File: src/rtl/core/assert_macros.svh
// Assertion macros for the RTL of the attention decode core.
`ifndef ASSERT_MACROS_SVH
`define ASSERT_MACROS_SVH

`ifndef SYNTHESIS
// Checks an implication at every rising clock edge outside reset.
`define CSAD_ASSERT(lbl, clk, rst_n, prop) \
  lbl: assert property (@(posedge clk) disable iff (!rst_n) (prop)) \
    else $error("csad assertion failed");
// Checks that a condition never holds outside reset.
`define CSAD_NEVER(lbl, clk, rst_n, cond) \
  `CSAD_ASSERT(lbl, clk, rst_n, !(cond))
`else
`define CSAD_ASSERT(lbl, clk, rst_n, prop)
`define CSAD_NEVER(lbl, clk, rst_n, cond)
`endif

`endif

File: src/rtl/core/csad_pkg.sv
// Package of constants, types and tables for the attention decode core.
package csad_pkg;

  localparam int HEAD_DIM   = 64;
  localparam int NUM_HEADS  = 8;
  localparam int MAX_TOKENS = 512;

  localparam int HEAD_W  = 3;
  localparam int ELEM_W  = 6;
  localparam int DATA_W  = 16;
  localparam int SCALE_W = 16;
  localparam logic [SCALE_W-1:0] SCALE_RESET = 16'd8192;

  localparam int POS_W       = $clog2(MAX_TOKENS + 1);
  localparam int PIDX_W      = (MAX_TOKENS > 1) ? $clog2(MAX_TOKENS) : 1;
  localparam int STORE_DEPTH = MAX_TOKENS * NUM_HEADS * HEAD_DIM;
  localparam int STORE_AW    = $clog2(STORE_DEPTH);

  localparam int SCORE_W   = 32;
  localparam int ACC_W     = 43;
  localparam int DOT_MAG_W = 37;
  localparam int WGT_W     = 17;
  localparam int SUM_W     = WGT_W + PIDX_W;
  localparam int NUM_W     = ACC_W;
  localparam int DIV_CW    = $clog2(NUM_W + 1);
  localparam logic [16:0] LOG2E_Q16 = 17'd94548;

  localparam int IN_TDATA_W  = 64;
  localparam int OUT_TDATA_W = 32;

  typedef enum logic [4:0] {
    ST_IDLE, ST_FULL_OUT,
    ST_SC_INIT, ST_SC_RUN, ST_SC_WAIT, ST_SC_ABS, ST_SC_LO, ST_SC_HI, ST_SC_WR,
    ST_W_RD, ST_W_T, ST_W_I, ST_W_WR,
    ST_V_INIT, ST_V_RUN, ST_V_WAIT, ST_V_DIV, ST_V_DWAIT, ST_V_OUT
  } ctrl_state_e;

  typedef struct packed {
    logic in_ready;
    logic comp_init;
    logic acc_clr;
    logic d_clr;
    logic d_inc;
    logic p_clr;
    logic p_inc;
    logic mac_issue;
    logic mac_last;
    logic mode_val;
    logic sc_abs;
    logic sc_lo;
    logic sc_hi;
    logic sc_wr;
    logic w_t;
    logic w_i;
    logic w_wr;
    logic div_start;
    logic out_load;
    logic out_full;
    logic pos_adv;
  } ctrl_cmd_t;

  typedef struct packed {
    logic start_compute;
    logic start_full;
    logic d_last;
    logic p_last;
    logic mac_done;
    logic div_done;
    logic div_busy;
    logic out_busy;
  } ctrl_st_t;

  // 2^(-k/16) in Q1.16 for k = 0..16.
  function automatic logic [16:0] pow2_tab(input logic [4:0] k);
    logic [16:0] v;
    case (k)
      5'd0:    v = 17'd65536;
      5'd1:    v = 17'd62758;
      5'd2:    v = 17'd60097;
      5'd3:    v = 17'd57549;
      5'd4:    v = 17'd55109;
      5'd5:    v = 17'd52773;
      5'd6:    v = 17'd50535;
      5'd7:    v = 17'd48393;
      5'd8:    v = 17'd46341;
      5'd9:    v = 17'd44376;
      5'd10:   v = 17'd42495;
      5'd11:   v = 17'd40693;
      5'd12:   v = 17'd38968;
      5'd13:   v = 17'd37315;
      5'd14:   v = 17'd35734;
      5'd15:   v = 17'd34219;
      default: v = 17'd32768;
    endcase
    return v;
  endfunction

endpackage

File: src/rtl/core/csad_ctrl.sv
// Controller state machine sequencing scoring, softmax and the weighted value sum.
module csad_ctrl
  import csad_pkg::*;
(
  input  logic      clk_i,
  input  logic      rst_ni,
  input  logic      in_valid_i,
  input  ctrl_st_t  st_i,
  output ctrl_cmd_t cmd_o
);

  ctrl_state_e state_q, state_d;

  always_ff @(posedge clk_i or negedge rst_ni) begin
    if (!rst_ni) state_q <= ST_IDLE;
    else         state_q <= state_d;
  end

  always_comb begin
    state_d = state_q;
    cmd_o   = '0;
    unique case (state_q)
      ST_IDLE: begin
        cmd_o.in_ready = 1'b1;
        if (in_valid_i && st_i.start_compute) begin
          cmd_o.comp_init = 1'b1;
          state_d = ST_SC_INIT;
        end else if (in_valid_i && st_i.start_full) begin
          state_d = ST_FULL_OUT;
        end
      end
      ST_FULL_OUT: begin
        if (!st_i.out_busy) begin
          cmd_o.out_load = 1'b1;
          cmd_o.out_full = 1'b1;
          state_d = ST_IDLE;
        end
      end
      ST_SC_INIT: begin
        cmd_o.acc_clr = 1'b1;
        cmd_o.d_clr   = 1'b1;
        state_d = ST_SC_RUN;
      end
      ST_SC_RUN: begin
        cmd_o.mac_issue = 1'b1;
        if (st_i.d_last) begin
          cmd_o.mac_last = 1'b1;
          state_d = ST_SC_WAIT;
        end else begin
          cmd_o.d_inc = 1'b1;
        end
      end
      ST_SC_WAIT: if (st_i.mac_done) state_d = ST_SC_ABS;
      ST_SC_ABS: begin
        cmd_o.sc_abs = 1'b1;
        state_d = ST_SC_LO;
      end
      ST_SC_LO: begin
        cmd_o.sc_lo = 1'b1;
        state_d = ST_SC_HI;
      end
      ST_SC_HI: begin
        cmd_o.sc_hi = 1'b1;
        state_d = ST_SC_WR;
      end
      ST_SC_WR: begin
        cmd_o.sc_wr = 1'b1;
        if (st_i.p_last) begin
          cmd_o.p_clr = 1'b1;
          state_d = ST_W_RD;
        end else begin
          cmd_o.p_inc = 1'b1;
          state_d = ST_SC_INIT;
        end
      end
      ST_W_RD: state_d = ST_W_T;
      ST_W_T: begin
        cmd_o.w_t = 1'b1;
        state_d = ST_W_I;
      end
      ST_W_I: begin
        cmd_o.w_i = 1'b1;
        state_d = ST_W_WR;
      end
      ST_W_WR: begin
        cmd_o.w_wr = 1'b1;
        if (st_i.p_last) begin
          cmd_o.d_clr = 1'b1;
          state_d = ST_V_INIT;
        end else begin
          cmd_o.p_inc = 1'b1;
          state_d = ST_W_RD;
        end
      end
      ST_V_INIT: begin
        cmd_o.acc_clr = 1'b1;
        cmd_o.p_clr   = 1'b1;
        state_d = ST_V_RUN;
      end
      ST_V_RUN: begin
        cmd_o.mac_issue = 1'b1;
        cmd_o.mode_val  = 1'b1;
        if (st_i.p_last) begin
          cmd_o.mac_last = 1'b1;
          state_d = ST_V_WAIT;
        end else begin
          cmd_o.p_inc = 1'b1;
        end
      end
      ST_V_WAIT: if (st_i.mac_done) state_d = ST_V_DIV;
      ST_V_DIV: begin
        cmd_o.div_start = 1'b1;
        state_d = ST_V_DWAIT;
      end
      ST_V_DWAIT: if (st_i.div_done) state_d = ST_V_OUT;
      ST_V_OUT: begin
        if (!st_i.out_busy) begin
          cmd_o.out_load = 1'b1;
          if (st_i.d_last) begin
            cmd_o.pos_adv = 1'b1;
            state_d = ST_IDLE;
          end else begin
            cmd_o.d_inc = 1'b1;
            state_d = ST_V_INIT;
          end
        end
      end
      default: state_d = ST_IDLE;
    endcase
  end

endmodule

File: config.mk
export PLATFORM = sky130hd
export DESIGN_NAME = csad_ctrl
export DESIGN_NICKNAME = d
export VERILOG_FILES = /design/src/rtl/core/assert_macros.svh /design/src/rtl/core/csad_pkg.sv /design/src/rtl/core/csad_ctrl.sv
export SDC_FILE = /design/constraint.sdc
export NUM_CORES = 1
export LEC_CHECK = 0
export BUFFER_PORTS_ARGS = -buffer_cell sky130_fd_sc_hd__clkbuf_2
export CELL_PAD_IN_SITES_DETAIL_PLACEMENT = 1
export CELL_PAD_IN_SITES_GLOBAL_PLACEMENT = 1
export CORE_UTILIZATION = 33
export DETAILED_ROUTE_END_ITERATION = 16
export PLACE_DENSITY_LB_ADDON = 0.1
export SETUP_SLACK_MARGIN = 0.5
export SYNTH_ARGS = -nofsm -noshare
export SYNTH_HDL_FRONTEND = slang
export SYNTH_SLANG_ARGS = --single-unit
File: constraint.sdc
create_clock -name clk_i -period 2 [get_ports clk_i]
set_input_delay 0.1 -clock clk_i [delete_from_list [all_inputs] [get_ports clk_i]]
set_output_delay 0.1 -clock clk_i [all_outputs]
set_load 0.03 [all_outputs]
==> flow_summary_export.csv, run 1 <==
group,metric,value,unit
status,outcome,"did not finish",
status,lastStage,"global routing",
status,error,"[ERROR DPL-0033] detailed placement checks failed during check placement.",
logic_synthesis,yosysSeqAreaShare,14.90,%
place,dpl_cell_area,0.001165,mm²
die,fp.dieW,52.44,µm
sta,worstEpCategory,"sequential cell input",
logic_synthesis,yosys.cell_types.count,42,
sta,worst_endpoint,"state_q[0]$_DFFE_PN0P_/D",
place,place.gp.congestion,0.8516,
logic_synthesis,ys_top_cells_by_area,"dfrtp_1 (15%), nor2_1 (7.2%), nand2_1 (6.3%)",
clock_tree,cts_made_buffers,3,
place,io_buffers,30,
die,io_pins,32,
logic_synthesis,yosysTopAreaCell,"dfrtp_1",
logic_synthesis,synth_most_common_cell,"nor2_1",
global_route,grt_max_degree,12,
clock_tree,root_buffer,"clkbuf_4",
logic_synthesis,syn_area,839.6,µm²
logic_synthesis,synthCells,121,
logic_synthesis,synth_commonest_cells,"nor2_1 (16), nand2_1 (14), nor3_1 (10)",
die,die_h,52.44,µm
logic_synthesis,ys_seq_elements,5,
logic_synthesis,yosysWarnings,0,
place,post-dp-hpwl,2385,µm
logic_synthesis,synthArstFlopShare,100.0,%
global_route,antenna_found_initial,0,
logic_synthesis,yosysTopAreaCellShare,14.90,%
clock_tree,clk_path_buf_depth,2,
logic_synthesis,avgSynthCellArea,6.938,µm²
logic_synthesis,syn_nets,132,
logic_synthesis,synth_edf_count,0,
die,start_util,36.55,%
logic_synthesis,synth_ff_type,"dfrtp_1",
clock_tree,htreeDepth,1,
die,rows,17,
clock_tree,clock_sinks,5,
-- timing repair --
action | in CTS
hold buffers | 1
pin swaps | 5
buffers inserted | 18
setup endpoints to repair | 26
endpoints found under the hold margin | 5
gates resized for setup | 66
-- kinds of logic after synthesis --
| kind of cell | after synthesis | synth area share (%) |
|---|---|---|
| AO/OA/AOI/OAI | 26 | 24.29 |
| XOR/XNOR | 2 | 2.087 |
| buffers and inverters | 16 | 11.03 |
| flip-flops | 5 | 14.90 |
| multiplexers | 2 | 2.533 |
| AND/OR/NAND/NOR | 70 | 45.16 |
-- through the flow --
step / hold WS (ns) / instances / utilization [%] / worst slack [ns]
2_1_floorplan: -0.1956 / 121 / - / 0.1603
3_3_place_gp: -0.08269 / 180 / 50.71 / 0.1946
3_5_place_dp: -0.07843 / 180 / 50.71 / 0.1612
4_1_cts: 0.2138 / 203 / 68.52 / 0.2802
==> inputs of run 2 (changes only) <==
--- a/config.mk
+++ b/config.mk
@@ -6,12 +6,10 @@
 export NUM_CORES = 1
 export LEC_CHECK = 0
 export BUFFER_PORTS_ARGS = -buffer_cell sky130_fd_sc_hd__clkbuf_2
-export CELL_PAD_IN_SITES_DETAIL_PLACEMENT = 1
-export CELL_PAD_IN_SITES_GLOBAL_PLACEMENT = 1
-export CORE_UTILIZATION = 33
+export CORE_AREA = 2 2 63 65
 export DETAILED_ROUTE_END_ITERATION = 16
-export PLACE_DENSITY_LB_ADDON = 0.1
-export SETUP_SLACK_MARGIN = 0.5
+export DIE_AREA = 0 0 65 67
+export PLACE_DENSITY_LB_ADDON = 0.15
 export SYNTH_ARGS = -nofsm -noshare
 export SYNTH_HDL_FRONTEND = slang
 export SYNTH_SLANG_ARGS = --single-unit
==> run 2 against run 1 <==
Effect of this change:
- the flow now finishes without violations
- area after synthesis is the same
- synthesized cell count is the same
==> flow_summary_export.csv, run 2 <==
group,metric,value,unit
status,outcome,"complete, no violations",
sta,finalCritPeriodShare,93.67,%
logic_synthesis,yosysSeqAreaShare,14.90,%
setup_path,cp.buffers_inverters,2,
setup_path,r2r-start,"state_q[4]$_DFFE_PN0P_",
final_layout,drive_gt1_share,36.18,%
route,vias_per_cell,5.015,
logic_synthesis,yosysTopAreaCell,"dfrtp_1",
setup_path,slowest_stage,"dfrtp_2",
logic_synthesis,synthArstFlopShare,100.0,%
setup_path,cp-end-kind,"primary output",
final_layout,stdcell_count,200,
global_route,grt_pass1_wl,4485,µm
setup_path,critPathArrivalTime,1.77,ns
setup_path,startpoint_type,"register",
global_route,grtUsageTotal,13.40,%
logic_synthesis,synth_edf_count,0,
setup_path,cp_data_required_time,1.90,ns
clock_tree,root_buffer,"clkbuf_8",
setup_path,worst-path-max-fanout,14,
clock_tree,clk_path_buf_depth,2,
global_route,grt_max_degree,22,
place,io_buffers,30,
die,start_util,23.28,%
flow_run,drv_cap,0,
final_layout,layout_commonest_cell,"clkbuf_2",
final_layout,area_growth,34.72,%
clock_tree,htreeDepth,1,
sta,slew-limit-headroom,67.92,%
setup_path,timing.rr.end,"state_q[1]$_DFFE_PN0P_",
route,drt_iter0_drc,26,
logic_synthesis,synth_ff_type,"dfrtp_1",
sta,whs,0.2229,ns
sta,worst_slew_pin_slew,0.4768,ns
final_layout,regMostFlops,"state_q",
die,rows,22,
setup_path,cpPeakStageDelay,0.50,ns
final_layout,final_cell_mix,"clkbuf_2 (29), nor2_1 (16), nand2_1 (14)",
logic_synthesis,syn_nets,132,
logic_synthesis,synth_commonest_cells,"nor2_1 (16), nand2_1 (14), nor3_1 (10)",
route,vias,1003,
final_layout,reg.largest.list,"state_q (5)",
route,first_pass_iters,4,
global_route,grt_use_met1,17.80,%
logic_synthesis,avgSynthCellArea,6.938,µm²
logic_synthesis,synthCells,121,
route,route.detailed.drc,0,
sta,setup_viol,0,
place,dp.cells,195,
final_layout,nNetsFinal,164,
logic_synthesis,yosysTopAreaCellShare,14.90,%
final_layout,nFillCells,403,
global_route,overflow,0,
logic_synthesis,ys_top_cells_by_area,"dfrtp_1 (15%), nor2_1 (7.2%), nand2_1 (6.3%)",
power_and_ir_drop,p_leak,0.4588,nW
setup_path,path_cells,"buf_4 -> nand3b_1 -> a2111oi_1 -> clkbuf_2",
sta,final-max-slew-violation-count,0,
setup_path,worstSetupPathType,"register to primary output",
final_layout,largest_reg_flops,5,
sta,timing.fmax,0.5338,GHz
place,place_ws,0.1655,ns
final_layout,diodes,0,
die,design.die.area,0.004355,mm²
route,wl_per_cell,13.96,µm
place,place.gp.congestion,0.7683,
die,die_h,67,µm
clock_tree,cts_tree,"done",
sta,period_needed,1.873,ns
power_and_ir_drop,peakVddDrop,533.8,µV
sta,rsz0062_at_grt,"false",
global_route,grt_use_met2,22.94,%
logic_synthesis,synth_most_common_cell,"nor2_1",
die,core_area,0.003606,mm²
global_route,grt_pass1_vias,911,
logic_synthesis,yosysWarnings,0,
clock_tree,cts_made_buffers,3,
sta,layout_setup_ws,0.1267,ns
global_route,grt_most_used_layer,"met2",
worst_hold_path,hp-class,"input pin to async pin",
global_route,use_met3,2.196,%
place,post-dp-hpwl,2120,µm
global_route,antenna_found_initial,0,
setup_path,r2r_setup_slack,0.26,ns
clock_tree,clk_pin_slew,0.04,ns
logic_synthesis,yosys.cell_types.count,42,
route,drt.antenna.violating_nets,0,
clock_tree,worstSkewPairLatency,0.22,ns
power_and_ir_drop,cellPowerDensity,1488,mW/mm²
clock_tree,clock_sinks,5,
logic_synthesis,syn_area,839.6,µm²
setup_path,r2r.worst_path.cells,6,
route,wl,2792,µm
power_and_ir_drop,total_power,1.683,mW
die,fp.dieW,65,µm
sta,tns,0,ns
logic_synthesis,ys_seq_elements,5,
sta,fin_worst_skew,0.001359,ns
sta,hold_viol,0,
die,io_pins,32,
setup_path,crit_family,"flip-flops",
## run 2: cell counts after synthesis
Identical to the previous run, type by type.
## run 2: final cells by class
class,instances,area [µm²],share of cell area (%)
Timing Repair Buffer,41,247.7,21.90
Sequential cell,5,128.9,11.39
Multi-Input combinational cell,100,641.9,56.75
Tap cell,48,60.06,5.310
Clock buffer,4,45.04,3.982
Inverter,2,7.507,0.6637
## run 2: cell families after synthesis
group           Yosys count  share of synthesized area, %
mux                       2                         2.533
xor+xnor                  2                         2.087
flops                     5                         14.90
buf+inv                  16                         11.03
simple gates             70                         45.16
compound gates           26                         24.29
## run 2: metal layers
layer  vias up  part of all wire, %
met5         -                    0
met4         0                 0.32
met3         3                  6.0
met2        34                   46
met1       461                   48
li1        505                    -
## run 2: worst reg2reg max path, cell delays in order, from the launching register on
cell and delay, ns:
dfrtp_1 0.45, buf_12 0.19, nor2b_1 0.14, a21bo_1 0.23, a21boi_2 0.20, nor2_1 0.08
mux2_1 0.31
## run 2: through the flow
stage	area (µm²)	util, %
after floorplan	859.6	-
after global placement	1072	29.74
after detailed placement	1072	29.74
after CTS	1127	31.26
after global routing	1131	31.37
final	1131	31.37
## run 2: power by group
group          internal [mW]  switching, mW
combinational          0.457          0.774
clock                  0.137         0.0525
sequential             0.148          0.114
total                  0.742          0.941
## run 2: timing repair
action / 4_1_cts / 5_1_grt
hold buffers: 1 / 0
buffers inserted: 0 / 0
resized for setup: 0 / 4
endpoints found under the hold margin: 5 / 0
setup endpoints to repair: 0 / 2
## run 2: how the worst max path moves through the flow
stage                           startpoint                      to  slack [ns]  depth (start not counted)
global route        state_q[3]$_DFFE_PN0P_               cmd_o[17]        0.01                          7
finish              state_q[0]$_DFFE_PN0P_                cmd_o[2]        0.13                          4
CTS                 state_q[0]$_DFFE_PN0P_                cmd_o[2]        0.03                          4
detailed placement  state_q[1]$_DFFE_PN0P_  state_q[1]$_DFFE_PN0P_        0.17                          6
global placement    state_q[0]$_DFFE_PN0P_  state_q[0]$_DFFE_PN0P_        0.18                          5
floorplan           state_q[0]$_DFFE_PN0P_                cmd_o[2]       -0.14                          4
Power figures use the tool's default switching activity.
==> inputs of run 3 (changes only) <==
--- a/config.mk
+++ b/config.mk
@@ -9,7 +9,7 @@
 export CORE_AREA = 2 2 63 65
 export DETAILED_ROUTE_END_ITERATION = 16
 export DIE_AREA = 0 0 65 67
-export PLACE_DENSITY_LB_ADDON = 0.15
+export PLACE_DENSITY_LB_ADDON = 0.08
 export SYNTH_ARGS = -nofsm -noshare
 export SYNTH_HDL_FRONTEND = slang
 export SYNTH_SLANG_ARGS = --single-unit
==> run 3 against run 2 <==
Effect of this change:
- final cell count up 1.0%
- total power grew 1.1%
- combinational power grew 4%
- clock power barely moved
- fmax is 2.2% higher
- worst setup slack gained 0.040 ns
- critical endpoint unchanged
==> flow_summary_export.csv, run 3 (synthesized netlist as in run 2, its figures left out) <==
group,metric,value,unit
status,outcome,"complete, no violations",
die,start_util,23.28,%
global_route,overflow,0,
setup_path,timing.rr.end,"state_q[1]$_DFFE_PN0P_",
power_and_ir_drop,cellPowerDensity,1487,mW/mm²
sta,finalCritPeriodShare,91.65,%
die,core_area,0.003606,mm²
route,drt_iter0_drc,26,
sta,timing.fmax,0.5456,GHz
final_layout,fin_area,0.001145,mm²
global_route,grtUsageTotal,14.48,%
setup_path,r2r.worst_path.cells,6,
route,first_pass_iters,4,
sta,fin_worst_skew,0.0009180,ns
sta,slew-limit-headroom,66.69,%
die,rows,22,
clock_tree,worstSkewPairLatency,0.22,ns
route,route.detailed.drc,0,
route,vias,986,
place,place.gp.congestion,0.7940,
setup_path,critPathArrivalTime,1.73,ns
sta,setup_viol,0,
place,io_buffers,30,
clock_tree,cts_tree,"done",
route,wl,2864,µm
setup_path,cp_data_required_time,1.90,ns
sta,period_needed,1.833,ns
clock_tree,cts_made_buffers,3,
clock_tree,root_buffer,"clkbuf_8",
final_layout,diodes,0,
sta,final-max-slew-violation-count,0,
final_layout,drive_gt1_share,37.01,%
place,post-dp-hpwl,2230,µm
final_layout,reg.largest.list,"state_q (5)",
final_layout,largest_reg_flops,5,
final_layout,final_cell_mix,"clkbuf_2 (29), nor2_1 (16), nand2_1 (14)",
worst_hold_path,hp-class,"input pin to async pin",
clock_tree,htreeDepth,1,
final_layout,layout_commonest_cell,"clkbuf_2",
route,wl_per_cell,14.18,µm
global_route,grt_pass1_vias,1038,
sta,hold_viol,0,
final_layout,regMostFlops,"state_q",
final_layout,area_growth,36.36,%
power_and_ir_drop,peakVddDrop,450.0,µV
clock_tree,clk_pin_slew,0.04,ns
die,design.die.area,0.004355,mm²
final_layout,nFillCells,409,
setup_path,r2r-start,"state_q[0]$_DFFE_PN0P_",
route,vias_per_cell,4.881,
setup_path,startpoint_type,"register",
global_route,grt_max_degree,15,
global_route,antenna_found_initial,0,
die,fp.dieW,65,µm
power_and_ir_drop,p_leak,0.4706,nW
clock_tree,clock_sinks,5,
global_route,grt_pass1_wl,4878,µm
final_layout,nNetsFinal,166,
setup_path,r2r_setup_slack,0.20,ns
setup_path,cp-end-kind,"primary output",
setup_path,worst-path-max-fanout,12,
sta,rsz0062_at_grt,"false",
route,drt.antenna.violating_nets,0,
die,io_pins,32,
sta,worst_slew_pin_slew,0.4951,ns
clock_tree,clk_path_buf_depth,2,
flow_run,drv_cap,0,
setup_path,worstSetupPathType,"register to primary output",
final_layout,utilization,31.75,%
place,dpl_cell_area,0.001075,mm²
clock_tree,cts_setup_buffers,0,
die,die_h,67,µm
## run 3: cell types whose count changed in the layout (fill, tap and decap cells not counted)
cell / delta
nor4_1: -1
a2111oi_2: +1
buf_2: -1
nor4_2: +1
buf_12: -1
dfrtp_2: -2
buf_4: +4
a2111oi_1: -1
dfrtp_1: +2
## run 3: layer usage
metal / GRT usage (%) / share of wire (%) / up-vias
met2: 24.74 / 47 / 28
met4: 2.394 / 0 / 0
met5: 0 / 0 / -
met3: 3.209 / 5.0 / 0
li1: - / - / 513
met1: 18.83 / 48 / 445
## run 3: where the power goes
part	internal, mW	switching, mW	total [mW]
combinational	0.473	0.805	1.28
sequential	0.145	0.0904	0.235
clock	0.137	0.0515	0.189
## run 3: cell type report
class / count / area, µm² / area share [%]
Inverter: 2 / 7.507 / 0.6557
Clock buffer: 4 / 45.04 / 3.934
Timing Repair Buffer: 43 / 252.7 / 22.08
Multi-Input combinational cell: 100 / 653.1 / 57.05
Sequential cell: 5 / 126.4 / 11.04
Tap cell: 48 / 60.06 / 5.246
## run 3: worst max-delay path: stages (launching register included)
cell and delay, ns:
dfrtp_2 0.46, buf_4 0.22, buf_4 0.15, nand3b_1 0.09, a2111oi_2 0.37, buf_4 0.22
## run 3: worst max-delay path by stage
stage                                 from                      to  cells past startpoint
floorplan           state_q[0]$_DFFE_PN0P_                cmd_o[2]                      4
global placement    state_q[1]$_DFFE_PN0P_  state_q[1]$_DFFE_PN0P_                      6
detailed placement  state_q[1]$_DFFE_PN0P_  state_q[1]$_DFFE_PN0P_                      6
CTS                 state_q[1]$_DFFE_PN0P_                cmd_o[2]                      5
global route        state_q[0]$_DFFE_PN0P_               cmd_o[12]                      6
finish              state_q[1]$_DFFE_PN0P_                cmd_o[2]                      5
## run 3: timing repair
item,4_1_cts,5_1_grt
hold buffers,1,0
endpoints found under the setup margin,1,2
resized for setup,1,4
endpoints found under the hold margin,5,0
cloned,0,0
## run 3: metrics by stage
step           TNS [ns]  total power, mW  hold slack [ns]  setup slack, ns  std cells
3_5_place_dp          0            1.512         -0.07785           0.1675        197
6_report              0            1.702           0.2348           0.1670        202
5_1_grt               0            1.860           0.2339          0.01171        202
4_1_cts               0            1.713           0.2313          0.09051        202
3_3_place_gp          0            1.519         -0.08249           0.1938        197
2_1_floorplan   -0.1394            1.175          -0.1956          -0.1394        121
==> inputs of run 4 (changes only) <==
--- a/config.mk
+++ b/config.mk
@@ -10,6 +10,7 @@
 export DETAILED_ROUTE_END_ITERATION = 16
 export DIE_AREA = 0 0 65 67
 export PLACE_DENSITY_LB_ADDON = 0.08
+export RECOVER_POWER = 50
 export SYNTH_ARGS = -nofsm -noshare
 export SYNTH_HDL_FRONTEND = slang
 export SYNTH_SLANG_ARGS = --single-unit
==> run 4 against run 3 <==
Effect of this change:
- worst hold slack gained 0.034 ns
- highest routed layer unchanged
- sequential cell count unchanged
- combinational power hardly changed
- fmax about the same
- sequential share of layout area grew 0.11 points
- core utilization is 0.31 points lower
- non-clock buffer count unchanged
==> flow_summary_export.csv, run 4 (synthesized netlist as in run 2, its figures left out) <==
group,metric,value,unit
sta,final-max-slew-violation-count,0,
die,core_area,0.003606,mm²
setup_path,cp_common_cell,"buf_4",
power_and_ir_drop,clockPowerShare,11.1,%
worst_hold_path,hp-class,"input pin to async pin",
global_route,grt_max_degree,15,
clock_tree,cts_made_buffers,3,
final_layout,seqCellArea,126.4,µm²
sta,slew-limit-headroom,66.69,%
clock_tree,cts_setup_buffers,0,
global_route,antenna_found_initial,0,
die,start_util,23.28,%
route,drt.antenna.violating_nets,0,
sta,whs,0.2689,ns
clock_tree,root_buffer,"clkbuf_8",
global_route,grt_most_used_layer,"met2",
final_layout,multi_input_area,653.1,µm²
setup_path,worst-path-max-fanout,12,
global_route,grt_pass1_vias,1038,
setup_path,path_cells,"buf_4 -> buf_4 -> nand3b_1 -> a2111oi_2 -> buf_4",
clock_tree,clock_sinks,5,
route,first_pass_iters,4,
final_layout,regMostFlops,"state_q",
place,place_ws,0.1675,ns
power_and_ir_drop,cellPowerDensity,1494,mW/mm²
sta,setup_viol,0,
final_layout,largest_reg_flops,5,
place,io_buffers,30,
sta,finalCritPeriodShare,91.62,%
sta,tns,0,ns
sta,layout_setup_ws,0.1676,ns
setup_path,cp.buffers_inverters,3,
status,outcome,"complete, no violations",
route,drt_iter0_drc,25,
global_route,grt_use_met2,24.74,%
die,die_h,67,µm
setup_path,cp_data_required_time,1.90,ns
sta,period_needed,1.832,ns
power_and_ir_drop,peakVddDrop,442.0,µV
setup_path,cp-end-kind,"primary output",
route,vias_per_cell,4.876,
place,dp.cells,197,
place,dpl_cell_area,0.001075,mm²
setup_path,crit_family,"buffers and inverters",
global_route,grtUsageTotal,14.48,%
die,design.die.area,0.004355,mm²
final_layout,fin_area,0.001134,mm²
power_and_ir_drop,p_leak,0.4404,nW
sta,worst_slew_pin_slew,0.4951,ns
setup_path,critPathArrivalTime,1.73,ns
power_and_ir_drop,internal_power,746.0,µW
global_route,grt_pass1_wl,4878,µm
final_layout,layout_commonest_cell,"clkbuf_2",
place,post-dp-hpwl,2230,µm
power_and_ir_drop,power.switching,947.5,µW
final_layout,reg.largest.list,"state_q (5)",
die,io_pins,32,
setup_path,cpPeakStageDelay,0.46,ns
sta,rsz0062_at_grt,"false",
final_layout,diodes,0,
clock_tree,worstSkewPairLatency,0.22,ns
power_and_ir_drop,p_sw_share,55.95,%
setup_path,startpoint_type,"register",
global_route,grt_use_met1,18.83,%
global_route,overflow,0,
final_layout,nFillCells,416,
clock_tree,clk_path_buf_depth,2,
route,wl,2861,µm
final_layout,drive_gt1_share,31.17,%
setup_path,worstSetupPathType,"register to primary output",
die,rows,22,
power_and_ir_drop,power_frac_seq,13.9,%
final_layout,stdcell_count,202,
sta,timing.fmax,0.5457,GHz
final_layout,area_growth,35.02,%
power_and_ir_drop,combPwrFrac,75.0,%
global_route,use_met3,3.209,%
die,fp.dieW,65,µm
clock_tree,clk_pin_slew,0.04,ns
clock_tree,cts_tree,"done",
final_layout,nNetsFinal,166,
setup_path,slowest_stage,"dfrtp_2",
route,wl_per_cell,14.16,µm
route,route.detailed.drc,0,
place,place.gp.congestion,0.7940,
clock_tree,htreeDepth,1,
sta,hold_viol,0,
flow_run,drv_cap,0,
final_layout,final_cell_mix,"clkbuf_2 (20), nor2_1 (16), nand2_1 (14)",
route,vias,985,
sta,fin_worst_skew,0.0008623,ns
==> run 4: cell types whose count changed in the layout (fill, tap and decap cells not counted) <==
| cell | change |
|---|---|
| clkbuf_1 | +9 |
| clkbuf_2 | -9 |
==> run 4: through the flow <==
| stage | power (mW) | utilization (%) |
|---|---|---|
| 2_1_floorplan | 1.175 | - |
| 6_report | 1.694 | 31.44 |
| 3_5_place_dp | 1.512 | 29.81 |
| 4_1_cts | 1.713 | 31.37 |
| 5_1_grt | 1.850 | 31.44 |
| 3_3_place_gp | 1.519 | 29.81 |
==> run 4: area by class of cell <==
type,instances,share of cell area (%)
multi-input cells,100,57.62
repair buffers,43,21.30
well taps,48,5.298
clock buffers,4,3.974
flip-flops and latches,5,11.15
inverters,2,0.6623
==> run 4: power groups by stage <==
stage	Combinational, mW	Sequential (mW)	Clock [mW]
floorplan	1.01	0.161	0
global placement	1.28	0.236	0
detailed placement	1.28	0.236	0
CTS	1.28	0.238	0.193
global route	1.40	0.248	0.203
finish	1.27	0.236	0.188
==> run 4: worst register-to-register path: stages, from the launching register on <==
cell      delay, ns
dfrtp_1        0.54
buf_4          0.27
nand2b_1       0.23
nor3_1         0.06
a31oi_1        0.16
o32ai_1        0.11
mux2_1         0.31
==> run 4: what timing repair did <==
action                                  4_1_cts  5_1_grt
endpoints found under the setup margin        1        2
endpoints found under the hold margin         5        0
gates cloned                                  0        0
hold buffers                                  1        0
resized for setup                             1        4
==> run 4: worst paths after layout <==
kind | slack (ns) | to | cells after the start | from
setup / recovery | 0.17 | cmd_o[2] | 5 | state_q[1]$_DFFE_PN0P_
hold / removal | 0.27 | state_q[0]$_DFFE_PN0P_ | 2 | rst_ni
setup reg to reg | 0.20 | state_q[1]$_DFFE_PN0P_ | 6 | state_q[0]$_DFFE_PN0P_
hold reg to reg | 0.67 | state_q[1]$_DFFE_PN0P_ | 1 | state_q[1]$_DFFE_PN0P_
max in group asynchronous | 1.49 | state_q[1]$_DFFE_PN0P_ | 2 | rst_ni
min in group clk_i | 0.37 | state_q[3]$_DFFE_PN0P_ | 4 | in_valid_i
==> run 4: metal layers <==
| layer | part of all wire (%) | up-vias | routed length (µm) |
|---|---|---|---|
| li1 | - | 511 | - |
| met2 | 48 | 28 | 1362 |
| met5 | 0 | - | 0 |
| met4 | 0 | 0 | 0 |
| met1 | 47 | 446 | 1355 |
| met3 | 5.0 | 0 | 143 |
